`src/hdl/wrld_pkg.sv`:
```
// Shared types and constants for the word run-length decoder.
// No dependencies; used by every module in hdl/.
package wrld_pkg;

    localparam int unsigned WordW  = 32;
    localparam int unsigned CountW = 31;

    localparam logic [WordW-1:0] END_MARK  = 32'hC000_0000;
    localparam logic [WordW-1:0] TOTAL_MAX = 32'hFFFF_FFFF;

    // One expanded result beat
    typedef struct packed {
        logic [WordW-1:0]  total_words;
        logic              is_last;
        logic [CountW-1:0] repeat_count;
        logic [WordW-1:0]  out_word;
    } res_t;

endpackage

```
`src/hdl/wrld_decode.sv`:
```
// Input register, run state and header decode of the word run-length decoder.
// Depends on wrld_pkg.
module wrld_decode
(
    input  logic                      clk,
    input  logic                      rst_n,
    input  logic                      in_valid,
    output logic                      in_ready,
    input  logic [wrld_pkg::WordW-1:0] in_word,
    output logic                      res_valid,
    input  logic                      res_ready,
    output wrld_pkg::res_t            res
);

    logic                        word_valid_reg;
    logic [wrld_pkg::WordW-1:0]  word_reg;
    logic                        lit_reg;
    logic                        lit_next;
    logic [wrld_pkg::CountW-1:0] left_reg;
    logic [wrld_pkg::CountW-1:0] left_next;
    logic [wrld_pkg::WordW-1:0]  total_reg;
    logic [wrld_pkg::WordW-1:0]  total_next;

    logic                        has_result;
    logic                        advance;
    logic [wrld_pkg::CountW-1:0] add_n;
    logic [wrld_pkg::WordW:0]    sum;
    logic [wrld_pkg::WordW-1:0]  sat_sum;

    assign add_n   = lit_reg ? wrld_pkg::CountW'(1) : word_reg[wrld_pkg::CountW-1:0];
    assign sum     = {1'b0, total_reg} + {2'b0, add_n};
    assign sat_sum = sum[wrld_pkg::WordW] ? wrld_pkg::TOTAL_MAX : sum[wrld_pkg::WordW-1:0];

    always_comb
    begin
        has_result = 1'b0;
        lit_next   = lit_reg;
        left_next  = left_reg;
        total_next = total_reg;
        res        = '0;
        if (lit_reg)
        begin
            // copy the word out as a literal, whatever it holds
            has_result       = 1'b1;
            total_next       = sat_sum;
            left_next        = left_reg - wrld_pkg::CountW'(1);
            lit_next         = (left_next != '0);
            res.out_word     = word_reg;
            res.repeat_count = wrld_pkg::CountW'(1);
            res.total_words  = sat_sum;
        end
        else if (word_reg == wrld_pkg::END_MARK)
        begin
            has_result      = 1'b1;
            total_next      = '0;
            res.is_last     = 1'b1;
            res.total_words = total_reg;
        end
        else if (word_reg[wrld_pkg::WordW-1])
        begin
            // zero run; a zero length emits nothing
            if (add_n != '0)
            begin
                has_result       = 1'b1;
                total_next       = sat_sum;
                res.repeat_count = add_n;
                res.total_words  = sat_sum;
            end
        end
        else
        begin
            left_next = word_reg[wrld_pkg::CountW-1:0];
            lit_next  = (left_next != '0);
        end
    end

    assign res_valid = word_valid_reg && has_result;
    assign advance   = word_valid_reg && (!has_result || res_ready);
    assign in_ready  = !word_valid_reg || advance;

    always_ff @(posedge clk or negedge rst_n)
    begin
        if (!rst_n)
        begin
            word_valid_reg <= 1'b0;
            lit_reg        <= 1'b0;
            left_reg       <= '0;
            total_reg      <= '0;
        end
        else
        begin
            if (in_ready)
                word_valid_reg <= in_valid;
            if (advance)
            begin
                lit_reg   <= lit_next;
                left_reg  <= left_next;
                total_reg <= total_next;
            end
        end
    end

    always_ff @(posedge clk)
    begin
        if (in_valid && in_ready)
            word_reg <= in_word;
    end

endmodule

```
`src/hdl/wrld_out_reg.sv`:
```
// Result register of the word run-length decoder: holds one beat for the receiver.
// Depends on wrld_pkg.
module wrld_out_reg
(
    input  logic           clk,
    input  logic           rst_n,
    input  logic           in_valid,
    output logic           in_ready,
    input  wrld_pkg::res_t in_res,
    output logic           out_valid,
    input  logic           out_ready,
    output wrld_pkg::res_t out_res
);

    logic           valid_reg;
    wrld_pkg::res_t res_reg;

    // take a new beat when empty or when the held one leaves this cycle
    assign in_ready  = !valid_reg || out_ready;
    assign out_valid = valid_reg;
    assign out_res   = res_reg;

    always_ff @(posedge clk or negedge rst_n)
    begin
        if (!rst_n)
            valid_reg <= 1'b0;
        else if (in_ready)
            valid_reg <= in_valid;
    end

    always_ff @(posedge clk)
    begin
        if (in_valid && in_ready)
            res_reg <= in_res;
    end

endmodule

```
`src/hdl/word_run_length_decoder.sv`:
```
// Word run-length decoder, top level.
// Depends on wrld_pkg, wrld_decode and wrld_out_reg.
//
// Usage:
//   Slave channel s_axis_* carries compressed 32-bit words, one per beat.
//   Master channel m_axis_* carries expanded results; tlast marks the end
//   result, which carries the image total and clears it.
//   A header word that expands to nothing (zero-length run or literal
//   header) is consumed without an output beat.
// Path: an accepted word is held in the input register, decoded, and its
//   result beat is held in the result register.
// Throughput: one word per cycle, sustained while m_axis_tready is high; the run state
//   is updated in the single decode step between the two registers.
// Reset: both registers empty, header mode, total cleared; s_axis_tready
//   is high straight after reset.
// Stall: while m_axis_tready is low the result register holds its beat;
//   the next word that gives a beat waits in the input register, then s_axis_tready drops.
module word_run_length_decoder
(
    input  logic        clk,
    input  logic        rst_n,
    input  logic        s_axis_tvalid,
    output logic        s_axis_tready,
    input  logic [31:0] s_axis_tdata,  // [31:0] comp_word
    output logic        m_axis_tvalid,
    input  logic        m_axis_tready,
    output logic [95:0] m_axis_tdata,  // [31:0] out_word, [62:32] repeat_count,
                                       // [94:63] total_words, [95] zero
    output logic        m_axis_tlast   // is_last
);

    logic           res_valid;
    logic           res_ready;
    wrld_pkg::res_t res;
    wrld_pkg::res_t out_res;

    wrld_decode u_decode
    (
        .clk       (clk),
        .rst_n     (rst_n),
        .in_valid  (s_axis_tvalid),
        .in_ready  (s_axis_tready),
        .in_word   (s_axis_tdata),
        .res_valid (res_valid),
        .res_ready (res_ready),
        .res       (res)
    );

    wrld_out_reg u_out_reg
    (
        .clk       (clk),
        .rst_n     (rst_n),
        .in_valid  (res_valid),
        .in_ready  (res_ready),
        .in_res    (res),
        .out_valid (m_axis_tvalid),
        .out_ready (m_axis_tready),
        .out_res   (out_res)
    );

    assign m_axis_tdata = {1'b0, out_res.total_words, out_res.repeat_count, out_res.out_word};
    assign m_axis_tlast = out_res.is_last;

endmodule
```
`config.mk`:
```
export PLATFORM = sky130hd
export DESIGN_NAME = word_run_length_decoder
export DESIGN_NICKNAME = d
export VERILOG_FILES = /design/src/hdl/wrld_pkg.sv /design/src/hdl/wrld_decode.sv /design/src/hdl/wrld_out_reg.sv /design/src/hdl/word_run_length_decoder.sv
export SDC_FILE = /design/constraint.sdc
export NUM_CORES = 1
export LEC_CHECK = 0
export BUFFER_PORTS_ARGS = -buffer_cell sky130_fd_sc_hd__buf_4
export CORE_ASPECT_RATIO = 1.1
export CORE_MARGIN = 10
export CORE_UTILIZATION = 35
export DETAILED_ROUTE_END_ITERATION = 10
export GPL_TIMING_DRIVEN = 0
export SETUP_SLACK_MARGIN = 0.2
export SLEW_MARGIN = 25
export SYNTH_ARGS = -nofsm -noshare
export SYNTH_HDL_FRONTEND = slang
export SYNTH_SLANG_ARGS = --single-unit
```
`constraint.sdc`:
```
create_clock -name clk -period 3.6 [get_ports clk]
set_clock_uncertainty 0.1 [all_clocks]
set_input_delay 0.36 -clock clk [delete_from_list [all_inputs] [get_ports clk]]
set_output_delay 0.36 -clock clk [all_outputs]
set_load 0.01 [all_outputs]
```
==> summary.md <==
| Metric | Value |
|---|---|
| Chip width | 183 um |
| Sequential fraction of the synthesis area | 53.8% |
| Startpoint Class | register |
| Leading cell types in the layout, fill and taps excluded | buf_4 (160), edfxtp_1 (128), nand2_1 (85), dfrtp_1 (66), and2_1 (65) |
| Root buffer cell | clkbuf_16 |
| Min Tclk post-route | 3.62 ns |
| Yosys reg bits | 194 |
| CP Class | register to register |
| Residual overflow from global routing | 0 |
| Actual slew at the worst max-slew pin | 0.939 ns |
| Top post-synthesis cells by area | edfxtp_1 (38%), dfrtp_1 (16%), and2_1 (4.0%) |
| RSZ-0062 raised after global routing | true |
| Complex-gate fraction of the synthesized area | 16.3% |
| CP bufs+invs | 4 |
| CP max FO | 7 |
| Hold crit path type | input port to register |
| Final setup viols | 5 |
| Hold Slack | 0.0196 ns |
| Remaining antenna violation count | 0 |
| Number of flip-flops under the largest register name | 96 |
| Delay-heaviest family, CP | compound AO/OA/AOI/OAI gates |
| Share of flip-flops with an asynchronous set or reset | 34.0% |
| CTS tree | yes |
| Cell leakage power | 5.57 nW |
| Avg Inst Size Synth | 10.4 sq um |
| Worst-Skew Late Latency | 0.45 ns |
| Syn nets | 1049 |
| Ports | 135 |
| Synth Area in XOR/XNOR | 2.75% |
| CTS Buffer Depth | 2 |
| Pin count of the biggest net entering global routing | 67 |
| Port bufs | 133 |
| Synth Cell Area | 0.0102 sq mm |
| Die height | 199 um |
| Post-route DRC | 0 |
| Vias in the first global route | 8573 |
| Synth cell types | 73 |
| Failing checks | negative setup slack |
| Most frequent CP cell | buf_8 |
| Commonest non-fill, non-tap cell in the layout | buf_4 |
| Avg WL per Cell | 20.2 um |
| Detail Placement HPWL | 22.1 mm |
| Max incr delay on CP | 0.44 ns |
| Core ar. | 0.0287 sq mm |
| Routability cong. | 0.863 |
| Final hold vios | 0 |
| Clock slew at reported path FFs | 0.08 ns |
| Total negative slack | -0.0667 ns |
| Routed via count | 8501 |
| Non-filler cells, final | 1583 |
| Synth Area in Simple Gates | 18.7% |
| Setup WS post-layout | -0.0219 ns |
| Fraction of synthesized area in multiplexers | 0.980% |
| Nets | 1273 |
| Htree depth | 4 |
| Max-Cap Viols | 0 |
| Period utilisation layout | 101% |
| Critical Path, Cell by Cell | buf_8, clkbuf_16, nor2_4, inv_2, ha_4, fa_2, a211o_1, a2111o_1, nand3_4, a211oi_4, nor3_4, nand2b_4, buf_8, nand2_2, a22o_1 |
| Largest family of logic cells by synthesized area | simple AND/OR/NAND/NOR gates |
| Total clock buffers created by CTS | 17 |
| Num Clock Sinks | 194 |
| Layout cells sized above 1 | 26.8% |
| Die area | 0.0364 sq mm |
| DR vias/cell | 5.37 |
| DRT iter0 DRCs | 579 |
| Dpl ws | -0.640 ns |
| Top cell type's share of synthesized area | 37.6% |
| Yosys warns | 0 |
| Top FF cell, synth | edfxtp_1 |
| Required time worst endpoint | 3.70 ns |
| Arr. time, crit path | 3.72 ns |
| Placed Instances | 1485 |
| VDD IR-drop max | 0.273 mV |
| Slowest stage cell on the critical path | a2111o_1 |
| PD cells | 676 mW/mm^2 |
| GRT Resource Usage Total | 17.2% |
| Ant diodes | 0 |
| Biggest area consumer among synthesized cells | edfxtp_1 |
| Pre-antenna DRT Iters | 5 |
| Synth-to-Final Area Change | 34.0% |
| Headroom to the max-slew limit | 37.2% |
| Crit path capture type | register |
| Post-synthesis cell count | 979 |
| EDFF count, synth | 128 |
| Status | finished, violations left |
| First-pass GRT wire length | 48.8 mm |
| Achievable frequency | 276 MHz |
| Post-Synth Adder-Cell Area | 4.24% |
| Initial Utilization | 35.6% |
| FP Rows | 65 |
| Fin. max-slew vios | 0 |
| Antenna violations before repair | 0 |
| Routed WL | 31.9 mm |
-- metrics by stage --
step	cell area [sq um]	util, %	total power, mW
finish	13700	47.7	9.25
global route	13700	47.7	9.85
CTS	13400	46.8	9.11
detailed placement	11900	41.3	6.91
global placement	11700	40.9	6.82
floorplan	10300	-	5.78
-- synthesized netlist by cell type (all sizes together), types with 22 or more instances --
library cell  instances
o22ai                31
ha                   33
nor3                 22
and2                 66
nand2                95
nor2b                37
clkbuf               45
nor2                 59
dfrtp                66
nand3                33
edfxtp              128
o21ai                76
a21oi                66
xnor2                23
-- cells by family (layout without fill, tap and decap cells) --
kind of cell,count (synthesis),count (layout)
AOI/OAI and AO/OA,267,267
buffers and inverters,72,308
muxes,10,10
adders and majority gates,34,34
and+or+nand+nor,369,369
other,1,1
DFF,194,194
xor gates and xnor gates,32,32
-- per-layer routing --
metal  GRT usage [%]  vias up  part of all wire (%)
li1                -     4043                     -
met1            21.1     4177                    41
met2            29.6      233                    51
met3            3.49       48                   5.2
met4            6.31        0                   2.4
met5               0        -                     0
-- repair_timing --
action                                  in CTS  in global routing
endpoints found under the hold margin       53                  0
resized for setup                          120                 65
gates cloned                                 3                  0
hold buffers                                32                  0
buffers inserted                            22                 10
endpoints found under the setup margin      66                 68
pin swaps                                   22                 30
-- report_power, final --
group          total, mW  switching [mW]  leakage [nW]  internal [mW]
Clock               1.87           0.848         0.254           1.02
Sequential          3.48           0.456          2.13           3.03
Combinational       3.91            2.15          3.19           1.76
Total               9.25            3.46          5.57           5.80
-- path summary, 6_finish.rpt --
path                                        from               endpoint  slack, ns  cells after the start
max reg2reg                     u_decode.lit_reg  u_out_reg.out_res[81]      -0.02                     15
max in group asynchronous                  rst_n  u_decode.total_reg[8]       2.49                      2
min                              s_axis_tdata[0]   u_decode.word_reg[0]       0.02                      1
max                             u_decode.lit_reg  u_out_reg.out_res[81]      -0.02                     15
min reg2reg                u_decode.total_reg[7]  u_decode.total_reg[7]       0.42                      2
min in group asynchronous                  rst_n   u_decode.left_reg[8]       0.41                      2
-- area by class of cell --
class,count,area [sq um]
inverters,16,63.8
clock inverters,9,108
multi-input cells,713,4930
fillers,2633,15000
well taps,368,460
plain buffers,56,360
clock buffers,22,444
flip-flops and latches,194,5500
repair buffers,205,1820
Power figures use the tool's default switching activity.
